## config.mk

```make
export PLATFORM = sky130hd
export DESIGN_NAME = bagm_div
export DESIGN_NICKNAME = d
export VERILOG_FILES = /design/src/hw/rtl/bagm_pkg.sv /design/src/hw/rtl/bagm_div.sv
export SDC_FILE = /design/constraint.sdc
export NUM_CORES = 1
export LEC_CHECK = 0
export CORE_ASPECT_RATIO = 1.4
export CORE_MARGIN = 2
export CORE_UTILIZATION = 60
export CTS_BUF_LIST = sky130_fd_sc_hd__clkbuf_4
export DETAILED_ROUTE_END_ITERATION = 16
export DONT_BUFFER_PORTS = 1
export PLACE_DENSITY = 0.87
export SYNTH_ARGS = -nofsm -noshare
export SYNTH_HDL_FRONTEND = slang
export SYNTH_SLANG_ARGS = --single-unit
```

## constraint.sdc

```tcl
create_clock -name clk -period 4.2 [get_ports clk]
set_input_delay 0.63 -clock clk [delete_from_list [all_inputs] [get_ports clk]]
set_output_delay 0.63 -clock clk [all_outputs]
set_load 0.03 [all_outputs]
```

## src/hw/rtl/bagm_pkg.sv

```systemverilog
// Shared constants, types and the glyph lookup for the box-average glyph mapper.
package bagm_pkg;

  localparam int MAX_IMAGE_WIDTH_DEF = 4096;
  localparam int MAX_SCALE_DEF       = 8;
  localparam int MAX_IMAGE_HEIGHT    = 4096;

  localparam int PIXEL_W    = 8;
  localparam int GLYPH_W    = 7;
  localparam int CELL_COL_W = 12;
  localparam int CELL_ROW_W = 11;
  localparam int Y_W        = 12;
  localparam int DIM_W      = 13;
  localparam int SCALE_W    = 4;
  localparam int CFG_IDX_W  = 2;
  localparam int CFG_DATA_W = 13;

  localparam int LUMA_FULL = 255;
  localparam int RAMP_TOP  = 9;

  localparam logic [DIM_W-1:0]   IMAGE_WIDTH_RST  = 13'd240;
  localparam logic [DIM_W-1:0]   IMAGE_HEIGHT_RST = 13'd180;
  localparam logic [SCALE_W-1:0] CELL_SCALE_RST   = 4'd2;

  typedef enum logic [CFG_IDX_W-1:0] {
    CFG_IMAGE_WIDTH  = 2'd0,
    CFG_IMAGE_HEIGHT = 2'd1,
    CFG_CELL_SCALE   = 2'd2
  } cfg_idx_t;

  typedef enum logic [1:0] {
    DIV_IDLE,
    DIV_RUN,
    DIV_HOLD
  } div_state_t;

  // Where the current pixel sits inside its cell and the frame.
  typedef struct packed {
    logic col_end;
    logic last_row;
    logic line_end;
    logic frame_end;
    logic rib_zero;
  } cell_flags_t;

  // Brightness ramp " .:*coCO?@"
  localparam logic [GLYPH_W-1:0] GLYPH_RAMP [RAMP_TOP+1] = '{
    7'd32, 7'd46, 7'd58, 7'd42, 7'd99, 7'd111, 7'd67, 7'd79, 7'd63, 7'd64
  };

  // index = avg*9/255, found by comparing against each step threshold
  function automatic logic [GLYPH_W-1:0] glyph_of(input logic [PIXEL_W-1:0] avg);
    logic [11:0] scaled;
    logic [3:0]  idx;
    scaled = 12'(avg) * 12'(RAMP_TOP);
    idx    = '0;
    for (int k = 1; k <= RAMP_TOP; k++) begin
      if (scaled >= 12'(k * LUMA_FULL)) idx = 4'(k);
    end
    return GLYPH_RAMP[idx];
  endfunction

endpackage

```

## src/hw/rtl/bagm_div.sv

```systemverilog
// Cell average divider, glyph lookup and output register.
module bagm_div #(
  parameter  int MAX_IMAGE_WIDTH = 4096,
  parameter  int MAX_SCALE       = 8,
  localparam int XW   = $clog2(MAX_IMAGE_WIDTH),
  localparam int SUMW = $clog2(2 * MAX_SCALE * MAX_SCALE * 255 + 1),
  localparam int CNTW = $clog2(2 * MAX_SCALE * MAX_SCALE + 1)
) (
  input  logic                              clk,
  input  logic                              rst_n,
  input  logic                              start,
  input  logic [SUMW-1:0]                   total,
  input  logic [CNTW-1:0]                   count,
  input  logic [XW-1:0]                     cx,
  input  logic [bagm_pkg::CELL_ROW_W-1:0]   cy,
  input  logic                              le,
  input  logic                              fe,
  output logic                              busy,
  input  logic                              out_stall,
  output logic                              out_valid,
  output logic [bagm_pkg::GLYPH_W-1:0]      out_glyph,
  output logic [bagm_pkg::CELL_COL_W-1:0]   out_cell_column,
  output logic [bagm_pkg::CELL_ROW_W-1:0]   out_cell_row,
  output logic                              out_line_end,
  output logic                              out_frame_end
);
  import bagm_pkg::*;

  localparam int DW  = CNTW + PIXEL_W - 1;
  localparam int MW  = (SUMW > DW) ? SUMW : DW;
  localparam int STW = $clog2(PIXEL_W);

  div_state_t state_r, state_nxt;

  logic [SUMW-1:0]       rem_r, rem_nxt;
  logic [DW-1:0]         den_r, den_nxt;
  logic [PIXEL_W-1:0]    quot_r, quot_nxt;
  logic [STW-1:0]        step_r, step_nxt;
  logic [XW-1:0]         cx_r, cx_nxt;
  logic [CELL_ROW_W-1:0] cy_r, cy_nxt;
  logic                  le_r, le_nxt, fe_r, fe_nxt;

  logic                  out_valid_r, out_valid_nxt;
  logic [GLYPH_W-1:0]    glyph_r, glyph_nxt;
  logic [CELL_COL_W-1:0] col_r, col_nxt;
  logic [CELL_ROW_W-1:0] row_r, row_nxt;
  logic                  ole_r, ole_nxt, ofe_r, ofe_nxt;

  logic out_free, run, load_out, ge;

  assign out_free = !out_valid_r || !out_stall;
  assign ge       = (MW'(rem_r) >= MW'(den_r));

  always_comb begin
    state_nxt = state_r;
    case (state_r)
      DIV_IDLE: if (start) state_nxt = DIV_RUN;
      DIV_RUN:  if (step_r == '0) state_nxt = DIV_HOLD;
      DIV_HOLD: if (out_free) state_nxt = DIV_IDLE;
      default:  state_nxt = DIV_IDLE;
    endcase
  end

  always_comb begin
    busy     = 1'b1;
    run      = 1'b0;
    load_out = 1'b0;
    case (state_r)
      DIV_IDLE: busy = 1'b0;
      DIV_RUN:  run = 1'b1;
      DIV_HOLD: load_out = out_free;
      default:  busy = 1'b0;
    endcase
  end

  // restoring division: the average is below 256, so eight steps suffice
  always_comb begin
    rem_nxt  = rem_r;
    den_nxt  = den_r;
    quot_nxt = quot_r;
    step_nxt = step_r;
    cx_nxt   = cx_r;
    cy_nxt   = cy_r;
    le_nxt   = le_r;
    fe_nxt   = fe_r;
    if (start && !busy) begin
      rem_nxt  = total;
      den_nxt  = DW'(count) << (PIXEL_W - 1);
      quot_nxt = '0;
      step_nxt = STW'(PIXEL_W - 1);
      cx_nxt   = cx;
      cy_nxt   = cy;
      le_nxt   = le;
      fe_nxt   = fe;
    end else if (run) begin
      if (ge) rem_nxt = SUMW'(MW'(rem_r) - MW'(den_r));
      quot_nxt = {quot_r[PIXEL_W-2:0], ge};
      den_nxt  = den_r >> 1;
      step_nxt = step_r - 1'b1;
    end
  end

  always_comb begin
    glyph_nxt     = glyph_r;
    col_nxt       = col_r;
    row_nxt       = row_r;
    ole_nxt       = ole_r;
    ofe_nxt       = ofe_r;
    out_valid_nxt = out_valid_r && out_stall;
    if (load_out) begin
      out_valid_nxt = 1'b1;
      glyph_nxt     = glyph_of(quot_r);
      col_nxt       = CELL_COL_W'(cx_r);
      row_nxt       = cy_r;
      ole_nxt       = le_r;
      ofe_nxt       = fe_r;
    end
  end

  always_ff @(posedge clk) begin
    if (!rst_n) begin
      state_r     <= DIV_IDLE;
      out_valid_r <= 1'b0;
    end else begin
      state_r     <= state_nxt;
      out_valid_r <= out_valid_nxt;
    end
  end

  always_ff @(posedge clk) begin
    rem_r   <= rem_nxt;
    den_r   <= den_nxt;
    quot_r  <= quot_nxt;
    step_r  <= step_nxt;
    cx_r    <= cx_nxt;
    cy_r    <= cy_nxt;
    le_r    <= le_nxt;
    fe_r    <= fe_nxt;
    glyph_r <= glyph_nxt;
    col_r   <= col_nxt;
    row_r   <= row_nxt;
    ole_r   <= ole_nxt;
    ofe_r   <= ofe_nxt;
  end

  assign out_valid       = out_valid_r;
  assign out_glyph       = glyph_r;
  assign out_cell_column = col_r;
  assign out_cell_row    = row_r;
  assign out_line_end    = ole_r;
  assign out_frame_end   = ofe_r;

`ifndef SYNTHESIS
  a_out_from_hold: assert property (@(posedge clk) disable iff (!rst_n)
    $rose(out_valid_r) |-> $past(state_r == DIV_HOLD))
    else $error("output word raised without a finished division");
`endif

endmodule

```

==> run_results.csv <==
group,metric,value,unit
worst_hold_path,hp-class,"input pin to flip-flop",
grt,grt_antenna_before_repair,0,
finish,multi_input_area,0.00194,mm²
die,boundaryPins,86,
clock_network,cts_resized,0,
die,initial_core_util,61.2,%
setup_path,reg2reg_from,"quot_r[1]$_SDFFE_PP0P_",
finish,fin_area,0.00519,mm²
grt,track_usage,22.0,%
routing,wirelength,9460,µm
yosys,netlist_area,0.00496,mm²
worst_hold_path,hp-start,"cx[0]",
yosys,synth_edf_count,80,
power_and_ir_drop,p_seq_share,50.1,%
finish,n_fill_cell,649,
finish,final_core_util,64.1,%
setup_path,critical_path_class,"flip-flop to flip-flop",
timing,slew_headroom,54.2,%
clock_network,cts_tree,"done",
yosys,ys_ff_latch,101,
placement,gp_congestion,0.900,
grt,grt_max_degree,37,
routing,via_per_inst,6.06,
timing,fin_crit,3.65,ns
yosys,synth_fp_nets,516,
timing,finClkSkew,0.0145,ns
die,die_h,112,µm
die,coreArea,0.00810,mm²
clock_network,cts_max_level,3,
routing,wl_met3,612,µm
finish,ff_latch_area,0.00282,mm²
clock_network,cts_made_buffers,9,
setup_path,reg2reg_to,"out_glyph[4]$_DFFE_PP_",
routing,dr.pass1.iters,5,
power_and_ir_drop,combPwrFrac,32.7,%
grt,grt_pass1_vias,3144,
clock_network,ctsHoldBuffers,0,
yosys,ys.flop_type,"edfxtp_1",
clock_network,cts_buffer_depth,2,
routing,vias,3264,
power_and_ir_drop,pwr_density_cell,529,mW/mm²
routing,top_layer_used,"met4",
timing,report.final.slew_viol_count,0,
setup_path,worstPathArrival,3.86,ns
setup_path,rr_worst_depth,11,
routing,drc,0,
routing,wl_met1,3990,µm
grt,grt_pass1_wl,15200,µm
clock_network,clkLatencyLatePin,0.46,ns
yosys,async_reset_ff_share,0,%
placement,portBuffers,0,
finish,antenna_cells,0,
setup_path,path_max_fanout,11,
power_and_ir_drop,switching_share,34.9,%
timing,setup_viol,0,
placement,dpl_cell_area,0.00507,mm²
power_and_ir_drop,ir_worst_vdd,0.443,mV
clock_network,postCtsSetupRepairBufs,0,
power_and_ir_drop,power_frac_clock,17.2,%
power_and_ir_drop,cellLeakagePower,0.00197,µW
routing,drt_iter0_markers,194,
finish,drive_gt1_share,8.01,%
yosys,ys_warn_count,0,
timing,fin_crit_sh,87.0,%
die,rows,39,
setup_path,critical_path.startpoint_type,"flip-flop",
timing,worstMarginPinSlew,0.685,ns
clock_network,cts_root_buf,"clkbuf_4",
routing,met2_length,4660,µm
clock_network,cts.clk_slew.worst_paths,0.16,ns
power_and_ir_drop,internal_power,1790,µW
yosys,synth_seq_area_share,56.9,%
finish,area_delta_synth_final,4.74,%
finish,final_nets,516,
timing,tns,0,ns
clock_network,clkSinkCount,101,
worst_hold_path,holdPathStages,0,
die,die-area,0.00902,mm²
grt,grt_overflow,0,
routing,routedWlPerCell,17.5,µm
die,die_x,80.8,µm
yosys,synthCells,432,
worst_hold_path,hold-path-endpoint,"cx_r[0]$_DFFE_PP_",
yosys,synth_cell_types,63,
setup_path,r2r_slack,0.55,ns
timing,grt_setup_unrepaired,"false",
yosys,syn_avg_cell_area,11.5,µm²
power_and_ir_drop,p_switching,960,µW
flow_run,cap_violations,0,
placement,hpwl,6920,µm
routing,ant_nets,0,
setup_path,endpoint_kind,"flip-flop",
timing,hold_viol_final,0,
timing,fmax,274,MHz
setup_path,cp_data_required_time,4.41,ns
run_status,outcome,"finished, final reports clean",
[worst max-delay path, stage by stage, from the launching register on]
cell and delay [ns]:
dfxtp_1 0.57, ha_1 0.30, ha_1 0.21, inv_1 0.07, fa_1 0.40, nand2b_1 0.17, a2111o_1 0.44, nor3b_2 0.31
o2bb2ai_1 0.16, o32a_1 0.35, o221a_4 0.28, o2bb2ai_1 0.12
[flip-flops by register name, indices dropped and copies added, names as in the netlist]
| register | cells |
|---|---|
| cy_r | 11 |
| out_valid | 1 |
| out_cell_row | 11 |
| fe_r | 1 |
| quot_r | 8 |
| out_cell_column | 12 |
| out_frame_end | 1 |
| step_r | 3 |
| out_glyph | 7 |
| state_r | 2 |
| den_r | 15 |
| rem_r | 15 |
| cx_r | 12 |
| out_line_end | 1 |
| le_r | 1 |
[worst max path at each step]
stage / slack, ns / from / depth (start not counted) / end
6_report: 0.55 / quot_r[1]$_SDFFE_PP0P_ / 11 / out_glyph[4]$_DFFE_PP_
5_1_grt: 0.41 / quot_r[1]$_SDFFE_PP0P_ / 11 / out_glyph[4]$_DFFE_PP_
4_1_cts: 0.63 / quot_r[1]$_SDFFE_PP0P_ / 11 / out_glyph[4]$_DFFE_PP_
3_5_place_dp: 0.70 / quot_r[1]$_SDFFE_PP0P_ / 11 / out_glyph[4]$_DFFE_PP_
3_3_place_gp: 0.88 / quot_r[1]$_SDFFE_PP0P_ / 11 / out_glyph[4]$_DFFE_PP_
2_1_floorplan: 0.72 / out_stall / 1 / out_cell_column[0]$_DFFE_PP_
[routing by layer]
layer / global-route usage (%) / up-vias
li1: - / 1588
met1: 26.9 / 1532
met2: 36.3 / 126
met3: 6.40 / 18
met4: 8.47 / 0
met5: 0 / -
[power groups by stage]
stage | combinational [µW] | sequential [µW] | clock [µW]
2_1_floorplan | 722 | 1380 | 0
3_3_place_gp | 858 | 1390 | 0
3_5_place_dp | 887 | 1400 | 0
4_1_cts | 894 | 1380 | 485
5_1_grt | 1020 | 1390 | 524
6_report | 899 | 1380 | 474
[cells in the mapped netlist, drive strengths merged (3+ instances only)]
cell type | instances | area [µm²]
o21ai | 21 | 105
nand2b | 9 | 56.3
inv | 34 | 128
nor3 | 6 | 30.0
and2 | 4 | 28.8
buf | 3 | 12.5
clkbuf | 12 | 55.1
nand3 | 14 | 70.1
o22ai | 3 | 18.8
xnor2 | 5 | 43.8
a21o | 6 | 45.0
edfxtp | 80 | 2400
dfxtp | 21 | 420
a31oi | 5 | 31.3
o31ai | 4 | 30.0
nand4 | 3 | 18.8
nor3b | 6 | 50.1
ha | 30 | 375
a211oi | 6 | 45.0
a21oi | 22 | 110
nand2 | 35 | 131
or2 | 4 | 25.0
xor2 | 4 | 35.0
nor2b | 4 | 25.0
mux2i | 15 | 150
nor2 | 37 | 139
[cells by family (layout without fill, tap and decap cells)]
kind of cell,count (synthesis),count (layout),share of synthesized area (%)
AOI/OAI and AO/OA,95,95,13.1
adders and majority gates,32,32,8.38
xor gates and xnor gates,9,9,1.59
DFF,101,101,56.9
muxes,16,16,3.25
buffers and inverters,50,55,4.01
and+or+nand+nor,129,129,12.8
[placed cells by master (no fill, tap or decap), types with 9 or more instances in the layout]
cell type and instances:
nand3_1 14, clkbuf_4 10, nand2_1 35, dfxtp_1 21
ha_1 30, inv_1 34, nand2b_1 9, edfxtp_1 80
mux2i_1 15, o21ai_0 21, a21oi_1 22, nor2_1 37
[per-stage QoR]
stage                     setup slack (ns)  total power [µW]  hold WS [ns]  instances
after floorplan                      0.723              2100         0.400        432
after global placement               0.882              2250         0.401        523
after detailed placement             0.700              2290         0.405        523
after CTS                            0.627              2760         0.221        539
after global routing                 0.411              2930         0.201        539
final                                0.545              2750         0.250        539
[cell type report]
type / instances / area share [%]
Tap cell: 102 / 2.46
Clock inverter: 6 / 1.04
Clock buffer: 10 / 1.45
Sequential cell: 101 / 54.3
Timing Repair Buffer: 4 / 0.819
Multi-Input combinational cell: 281 / 37.4
Inverter: 35 / 2.53
Power figures use the tool's default switching activity.
