### config.mk
export PLATFORM = sky130hd
export DESIGN_NAME = bagm_pos
export DESIGN_NICKNAME = d
export VERILOG_FILES = /design/src/hw/rtl/bagm_pkg.sv /design/src/hw/rtl/bagm_pos.sv
export SDC_FILE = /design/constraint.sdc
export NUM_CORES = 1
export LEC_CHECK = 0
export BUFFER_PORTS_ARGS = -buffer_cell sky130_fd_sc_hd__buf_2
export CAP_MARGIN = 20
export CORE_MARGIN = 5
export CORE_UTILIZATION = 43
export CTS_CLUSTER_SIZE = 20
export DETAILED_ROUTE_END_ITERATION = 7
export GPL_ROUTABILITY_DRIVEN = 0
export PLACE_DENSITY = 0.57
export SETUP_SLACK_MARGIN = 0.2
export SYNTH_ARGS = -nofsm -noshare
export SYNTH_HDL_FRONTEND = slang
export SYNTH_SLANG_ARGS = --single-unit
### constraint.sdc
create_clock -name clk -period 16.6 [get_ports clk]
set_clock_uncertainty 0.2 [all_clocks]
set_input_delay 0.83 -clock clk [delete_from_list [all_inputs] [get_ports clk]]
set_output_delay 0.83 -clock clk [all_outputs]
set_load 0.02 [all_outputs]
### src/hw/rtl/bagm_pkg.sv
// Shared constants, types and the glyph lookup for the box-average glyph mapper.
package bagm_pkg;

  localparam int MAX_IMAGE_WIDTH_DEF = 4096;
  localparam int MAX_SCALE_DEF       = 8;
  localparam int MAX_IMAGE_HEIGHT    = 4096;

  localparam int PIXEL_W    = 8;
  localparam int GLYPH_W    = 7;
  localparam int CELL_COL_W = 12;
  localparam int CELL_ROW_W = 11;
  localparam int Y_W        = 12;
  localparam int DIM_W      = 13;
  localparam int SCALE_W    = 4;
  localparam int CFG_IDX_W  = 2;
  localparam int CFG_DATA_W = 13;

  localparam int LUMA_FULL = 255;
  localparam int RAMP_TOP  = 9;

  localparam logic [DIM_W-1:0]   IMAGE_WIDTH_RST  = 13'd240;
  localparam logic [DIM_W-1:0]   IMAGE_HEIGHT_RST = 13'd180;
  localparam logic [SCALE_W-1:0] CELL_SCALE_RST   = 4'd2;

  typedef enum logic [CFG_IDX_W-1:0] {
    CFG_IMAGE_WIDTH  = 2'd0,
    CFG_IMAGE_HEIGHT = 2'd1,
    CFG_CELL_SCALE   = 2'd2
  } cfg_idx_t;

  typedef enum logic [1:0] {
    DIV_IDLE,
    DIV_RUN,
    DIV_HOLD
  } div_state_t;

  // Where the current pixel sits inside its cell and the frame.
  typedef struct packed {
    logic col_end;
    logic last_row;
    logic line_end;
    logic frame_end;
    logic rib_zero;
  } cell_flags_t;

  // Brightness ramp " .:*coCO?@"
  localparam logic [GLYPH_W-1:0] GLYPH_RAMP [RAMP_TOP+1] = '{
    7'd32, 7'd46, 7'd58, 7'd42, 7'd99, 7'd111, 7'd67, 7'd79, 7'd63, 7'd64
  };

  // index = avg*9/255, found by comparing against each step threshold
  function automatic logic [GLYPH_W-1:0] glyph_of(input logic [PIXEL_W-1:0] avg);
    logic [11:0] scaled;
    logic [3:0]  idx;
    scaled = 12'(avg) * 12'(RAMP_TOP);
    idx    = '0;
    for (int k = 1; k <= RAMP_TOP; k++) begin
      if (scaled >= 12'(k * LUMA_FULL)) idx = 4'(k);
    end
    return GLYPH_RAMP[idx];
  endfunction

endpackage

### src/hw/rtl/bagm_pos.sv
// Raster position tracking and cell coordinates, with a recompute divider after config writes.
module bagm_pos #(
  parameter  int MAX_IMAGE_WIDTH = 4096,
  parameter  int MAX_SCALE       = 8,
  localparam int XW  = $clog2(MAX_IMAGE_WIDTH),
  localparam int CW  = (MAX_SCALE > 1) ? $clog2(MAX_SCALE) : 1,
  localparam int RW  = $clog2(2 * MAX_SCALE),
  localparam int SCW = $clog2(MAX_SCALE + 1),
  localparam int BW  = SCW + 1
) (
  input  logic                                clk,
  input  logic                                rst_n,
  input  logic [XW:0]                         w_eff,
  input  logic [bagm_pkg::DIM_W-1:0]          h_eff,
  input  logic [SCW-1:0]                      s_eff,
  input  logic                                fix_start,
  input  logic                                take,
  input  logic                                frame_start,
  output logic [XW-1:0]                       cur_cx,
  output logic [bagm_pkg::CELL_ROW_W-1:0]     cur_cy,
  output logic [CW-1:0]                       cur_cic,
  output logic [RW-1:0]                       cur_rib,
  output bagm_pkg::cell_flags_t               flags,
  output logic                                fix_busy
);
  import bagm_pkg::*;

  localparam int FN  = (XW > Y_W) ? XW : Y_W;
  localparam int FCW = $clog2(FN + 1);

  logic [XW-1:0]         x_r, x_nxt;
  logic [Y_W-1:0]        y_r, y_nxt;
  logic [XW-1:0]         cx_r, cx_nxt;
  logic [CELL_ROW_W-1:0] cy_r, cy_nxt;
  logic [CW-1:0]         cic_r, cic_nxt;
  logic [RW-1:0]         rib_r, rib_nxt;
  logic [FCW-1:0]        fcnt_r, fcnt_nxt;

  logic [FN-1:0] fxd_r, fxd_nxt, fyd_r, fyd_nxt;
  logic [FN-1:0] fxq_r, fxq_nxt, fyq_r, fyq_nxt;
  logic [BW-1:0] fxr_r, fxr_nxt, fyr_r, fyr_nxt;

  logic [BW-1:0] band;
  logic [XW-1:0] cur_x;
  logic [Y_W-1:0] cur_y;
  logic [Y_W:0]  y_mid;
  logic          le, yl, cic_last, rib_last;

  logic [BW:0]   xtr, ytr;
  logic [BW-1:0] xrem, yrem;
  logic          xbit, ybit;

  assign band     = {s_eff, 1'b0};
  assign fix_busy = (fcnt_r != '0);

  // position of this pixel: frame start clears, a stale column or row wraps
  always_comb begin
    cur_x   = x_r;
    cur_y   = y_r;
    cur_cx  = cx_r;
    cur_cy  = cy_r;
    cur_cic = cic_r;
    cur_rib = rib_r;
    if (frame_start) begin
      cur_x   = '0;
      cur_y   = '0;
      cur_cx  = '0;
      cur_cy  = '0;
      cur_cic = '0;
      cur_rib = '0;
    end
    y_mid = {1'b0, cur_y};
    if ({1'b0, cur_x} >= w_eff) begin
      cur_x   = '0;
      cur_cx  = '0;
      cur_cic = '0;
      y_mid   = {1'b0, cur_y} + 1'b1;
      if (BW'(cur_rib) == band - 1'b1) begin
        cur_rib = '0;
        cur_cy  = cur_cy + 1'b1;
      end else begin
        cur_rib = cur_rib + 1'b1;
      end
    end
    if (y_mid >= h_eff) begin
      cur_y   = '0;
      cur_rib = '0;
      cur_cy  = '0;
    end else begin
      cur_y = y_mid[Y_W-1:0];
    end
  end

  always_comb begin
    le       = ({1'b0, cur_x} == w_eff - 1'b1);
    yl       = ({1'b0, cur_y} == h_eff - 1'b1);
    cic_last = (SCW'(cur_cic) == s_eff - 1'b1);
    rib_last = (BW'(cur_rib) == band - 1'b1);
    flags.col_end   = cic_last || le;
    flags.last_row  = rib_last || yl;
    flags.line_end  = le;
    flags.frame_end = le && yl;
    flags.rib_zero  = (cur_rib == '0);
  end

  // one quotient bit of x / s and y / band per cycle
  always_comb begin
    xtr = {fxr_r, fxd_r[FN-1]};
    if (xtr >= (BW+1)'(s_eff)) begin
      xrem = BW'(xtr - (BW+1)'(s_eff));
      xbit = 1'b1;
    end else begin
      xrem = BW'(xtr);
      xbit = 1'b0;
    end
    ytr = {fyr_r, fyd_r[FN-1]};
    if (ytr >= (BW+1)'(band)) begin
      yrem = BW'(ytr - (BW+1)'(band));
      ybit = 1'b1;
    end else begin
      yrem = BW'(ytr);
      ybit = 1'b0;
    end
  end

  always_comb begin
    x_nxt    = x_r;
    y_nxt    = y_r;
    cx_nxt   = cx_r;
    cy_nxt   = cy_r;
    cic_nxt  = cic_r;
    rib_nxt  = rib_r;
    fcnt_nxt = fcnt_r;
    fxd_nxt  = fxd_r;
    fyd_nxt  = fyd_r;
    fxq_nxt  = fxq_r;
    fyq_nxt  = fyq_r;
    fxr_nxt  = fxr_r;
    fyr_nxt  = fyr_r;
    if (fix_start) begin
      fxd_nxt  = FN'(x_r);
      fyd_nxt  = FN'(y_r);
      fxq_nxt  = '0;
      fyq_nxt  = '0;
      fxr_nxt  = '0;
      fyr_nxt  = '0;
      fcnt_nxt = FCW'(FN);
    end else if (fix_busy) begin
      fxd_nxt  = fxd_r << 1;
      fyd_nxt  = fyd_r << 1;
      fxq_nxt  = {fxq_r[FN-2:0], xbit};
      fyq_nxt  = {fyq_r[FN-2:0], ybit};
      fxr_nxt  = xrem;
      fyr_nxt  = yrem;
      fcnt_nxt = fcnt_r - 1'b1;
      if (fcnt_r == FCW'(1)) begin
        cx_nxt  = XW'({fxq_r[FN-2:0], xbit});
        cic_nxt = CW'(xrem);
        cy_nxt  = CELL_ROW_W'({fyq_r[FN-2:0], ybit});
        rib_nxt = RW'(yrem);
      end
    end else if (take) begin
      if (le) begin
        x_nxt   = '0;
        cx_nxt  = '0;
        cic_nxt = '0;
        if (yl) begin
          y_nxt   = '0;
          rib_nxt = '0;
          cy_nxt  = '0;
        end else begin
          y_nxt = cur_y + 1'b1;
          if (rib_last) begin
            rib_nxt = '0;
            cy_nxt  = cur_cy + 1'b1;
          end else begin
            rib_nxt = cur_rib + 1'b1;
            cy_nxt  = cur_cy;
          end
        end
      end else begin
        x_nxt  = cur_x + 1'b1;
        y_nxt  = cur_y;
        cy_nxt = cur_cy;
        rib_nxt = cur_rib;
        if (cic_last) begin
          cic_nxt = '0;
          cx_nxt  = cur_cx + 1'b1;
        end else begin
          cic_nxt = cur_cic + 1'b1;
          cx_nxt  = cur_cx;
        end
      end
    end
  end

  always_ff @(posedge clk) begin
    if (!rst_n) begin
      x_r    <= '0;
      y_r    <= '0;
      cx_r   <= '0;
      cy_r   <= '0;
      cic_r  <= '0;
      rib_r  <= '0;
      fcnt_r <= '0;
    end else begin
      x_r    <= x_nxt;
      y_r    <= y_nxt;
      cx_r   <= cx_nxt;
      cy_r   <= cy_nxt;
      cic_r  <= cic_nxt;
      rib_r  <= rib_nxt;
      fcnt_r <= fcnt_nxt;
    end
  end

  always_ff @(posedge clk) begin
    fxd_r <= fxd_nxt;
    fyd_r <= fyd_nxt;
    fxq_r <= fxq_nxt;
    fyq_r <= fyq_nxt;
    fxr_r <= fxr_nxt;
    fyr_r <= fyr_nxt;
  end

`ifndef SYNTHESIS
  a_cic_in_cell: assert property (@(posedge clk) disable iff (!rst_n)
    !fix_busy |-> (SCW'(cic_r) < s_eff))
    else $error("column-in-cell counter out of range");

  a_rib_in_band: assert property (@(posedge clk) disable iff (!rst_n)
    !fix_busy |-> (BW'(rib_r) < band))
    else $error("row-in-band counter out of range");
`endif

endmodule

==> flow_summary_export.csv <==
group,metric,value,unit
min_path,hold_crit_path_type,"register to register",
layout,synthToLayoutAreaGrowth,12.9,%
clocking,cts_hold_repair.buffers,0,
sta,clock.fmax,121,MHz
setup_path,timing.critical_path.to_type,"primary output",
sta,slew_limit_fails,0,
clocking,clk_root_buffer_cell,"clkbuf_16",
setup_path,worst_r2r_endpoint,"rib_r[3]",
floorplanning,chipWidth,155,um
sta,setup_viol,0,
clocking,clkSlewWorstSetupHoldPaths,0.06,ns
clocking,cts_tree,"yes",
min_path,hold_end,"fyq_r[9]",
power_and_ir_drop,leakagePower,4.04,nW
synth,synth.lib_cells_used.distinct,82,
min_path,hold_depth,2,
floorplanning,fp-row-count,53,
clocking,tritoncts_num_sinks,113,
sta,period_needed,8.28,ns
floorplanning,initial_utilization,0.433,
setup_path,arrival,7.25,ns
setup_path,worstRegToRegCells,19,
synth,postSynth.topFlopCell,"dfxtp_1",
run_status,run_status,"complete, no violations",
synth,syn-mean-instance-area,7.88,um2
job,max_cap_viol_count,0,
drt,drt_iter0_markers,551,
setup_path,critical_path.n_buffers_inverters,3,
sta,timing.setup.tns,0,ns
clocking,buffers_inserted_by_post_cts_timing_repair,0,
drt,drt.antenna.violating_nets,0,
synth,netlist.top_cell.by_area,"dfxtp_1",
setup_path,crit_fanout,46,
drt,drc_violation_count_after_routing,0,
synth,netlist_instances,1143,
sta,worstMarginPinSlew,0.889,ns
setup_path,crit_path_cell_trace,"buf_2 > nor2b_1 > ha_1 > and3_1 > o21ai_2 > a21o_1 > a311oi_1 > mux2i_1 > inv_1 > ha_1 > a211oi_1 > o21bai_1 > a211o_1 > or4_1 > a311o_1 > a2111oi_4 > nand2_1 > nand2_1 > buf_2",
setup_path,cp_data_required_time,15.57,ns
synth,proportion_of_synthesized_chip_area_in_sequential_cells,0.278,
drt,routed-via-count,8523,
drt,drt-pass1-iter-count,5,
min_path,holdCritStartpoint,"fyq_r[9]",
power_and_ir_drop,power_per_cell_area,83.8,nW/um2
global_routing,grt_antenna_before_repair,0,
layout,register_area,2500,um2
synth,postSynth.asyncResetShare,0,
global_routing,grt_pass1_vias,8371,
layout,drive_gt1_frac,0.137,
setup_path,worstSetupPathType,"input port to primary output",
global_routing,grt_use_total,0.226,
place,buffer_ports.inserted,70,
floorplanning,die_height,155,um
sta,grt_setup_unrepaired,"no",
setup_path,slowest_stage_delay_cp,0.65,ns
setup_path,regToRegStartpoint,"x_r[3]",
sta,max-slew-margin-rel,0.398,
sta,period_share,0.499,
global_routing,grt_max_degree,61,
global_routing,globalRoute.totalOverflow,0,
drt,totalWireLength,27.2,mm
sta,hold_violations,0,
layout,multi_input_gate_area,6060,um2
place,hpwlAfterDp,19.7,mm
layout,diodes,0,
floorplanning,num_io_pins,71,
drt,vias_per_cell,5.77,
setup_path,timing.critical_path.max_delay_family,"compound AO/OA/AOI/OAI gates",
layout,n_fill_cell,2115,
clocking,htreeDepth,4,
floorplanning,core_area,20800,um2
synth,synth_enable_flop_cells,24,
clocking,numCtsBuffers,17,
synth,synthDominantCellAreaShare,0.198,
global_routing,wire_length_of_the_first_global_routing_pass,44.0,mm
setup_path,register_to_register_setup_slack,9.49,ns
clocking,max-clock-path-buffers,2,
layout,nets,1275,
synth,ys_warn_count,0,
synth,most_frequent_cells_after_synthesis,"nand2_1, dfxtp_1, a21oi_1",
setup_path,worstSetupStartpointType,"input port",
clocking,clkLatencyLatePin,0.41,ns
drt,wl_per_cell,18.4,um
synth,syn_nets,1228,
power_and_ir_drop,ir_drop,62.3,uV
synth,synth.top_cells.by_area,"dfxtp_1, edfxtp_1, ha_1",
synth,post-synth-top-count-cell,"nand2_1",
setup_path,cp_slowest_cell,"buf_2",
synth,synthesized_cell_area,9010,um2
layout,final_core_utilization,0.489,
floorplanning,die_area,24000,um2
synth,ys_seq_elements,113,
clocking,ctsResizeCount,0,
## sequential cells by signal (all words and copies together), names as in the netlist
register and count:
cx_r 12, fxd_r 12, fyd_r 12, x_r 12, y_r 12, cy_r 11, fxq_r 11, fyq_r 10
fxr_r 5, fyr_r 5, fcnt_r 4, rib_r 4, cic_r 3
## cell families (layout without fill, tap and decap cells)
logic type / after synthesis / after routing / share of synthesized area
AND/OR/NAND/NOR: 472 / 472 / 0.272
AO/OA/AOI/OAI: 261 / 261 / 0.191
buffers and inverters: 119 / 179 / 0.0508
flip-flops: 113 / 113 / 0.278
XOR/XNOR: 86 / 86 / 0.0875
adder cells (fa/ha/maj): 50 / 50 / 0.0711
multiplexers: 42 / 42 / 0.0504
## cell type report
cell class	instances	share of cell area
Clock buffer	18	0.0422
Multi-Input combinational cell	911	0.596
Timing Repair Buffer	82	0.0453
Clock inverter	14	0.0129
Inverter	65	0.0240
Tap cell	275	0.0338
Sequential cell	113	0.246
## worst min-delay path, cell delays in order (launching register included)
cell and delay (ns):
dfxtp_1 0.30, nand2_1 0.05, a21oi_1 0.05
## stage by stage
| step | instance area [um2] | power, W | setup slack [ns] | cells | hold WS [ns] |
|---|---|---|---|---|---|
| finish | 10200 | 0.000852 | 8.32 | 1478 | 0.249 |
| global route | 10200 | 0.000899 | 7.90 | 1478 | 0.273 |
| CTS | 10100 | 0.000859 | 8.31 | 1477 | 0.251 |
| detailed placement | 9590 | 0.000508 | 8.35 | 1445 | 0.243 |
| global placement | 9590 | 0.000506 | 8.49 | 1445 | 0.240 |
| floorplan | 9010 | 0.000456 | 9.15 | 1143 | 0.232 |
## metal layers
metal  vias up  routed length (um)  GRT usage
met5         -                   0          0
met1      4057               13100      0.314
met4         0                 411     0.0576
met2       208               12600      0.371
li1       4226                   -          -
met3        32                1150     0.0316
## layout by cell type, fill, tap and decap left out, types with 5 or more instances in the layout
| cell | Yosys | final |
|---|---|---|
| clkbuf_16 | 0 | 17 |
| ha_1 | 48 | 48 |
| nor2_1 | 80 | 80 |
| and3_1 | 23 | 23 |
| buf_2 | 6 | 70 |
| nand3_1 | 44 | 44 |
| o21a_1 | 10 | 10 |
| edfxtp_1 | 24 | 24 |
| mux2_2 | 27 | 27 |
| buf_4 | 1 | 11 |
| xnor2_1 | 63 | 63 |
| o22ai_1 | 8 | 8 |
| a22o_1 | 6 | 6 |
| inv_1 | 64 | 64 |
| a31oi_1 | 12 | 12 |
| o21ai_1 | 5 | 5 |
| xor2_1 | 20 | 20 |
| or3_1 | 16 | 16 |
| and4_1 | 5 | 5 |
| nor2b_1 | 25 | 25 |
| nor3_1 | 30 | 29 |
| a21o_1 | 5 | 5 |
| mux2i_1 | 15 | 15 |
| and2_1 | 22 | 22 |
| a21oi_1 | 83 | 83 |
| nand2b_1 | 23 | 23 |
| dfxtp_1 | 89 | 89 |
| nor3b_1 | 6 | 6 |
| or4_1 | 9 | 9 |
| a211oi_1 | 16 | 16 |
| nand2_1 | 130 | 130 |
| nand4_1 | 18 | 18 |
| o21ai_0 | 50 | 50 |
| nor4_1 | 13 | 12 |
| a311oi_1 | 8 | 8 |
| o211ai_1 | 8 | 8 |
## worst max path at each step
stage / start / to / slack [ns] / depth (start not counted)
global route: frame_start / flags[3] / 7.90 / 19
CTS: frame_start / flags[3] / 8.31 / 19
detailed placement: frame_start / flags[3] / 8.35 / 19
global placement: frame_start / flags[3] / 8.49 / 19
floorplan: frame_start / flags[3] / 9.15 / 24
finish: frame_start / flags[3] / 8.32 / 19
## power by group
part           leakage [nW]  total, W  internal, W  switching (W)
clock                 0.265  0.000349     0.000207       0.000141
sequential            0.994  0.000323     0.000308      0.0000150
combinational          2.78  0.000181    0.0000671       0.000114
No activity file was read; power rests on OpenSTA's default activity.
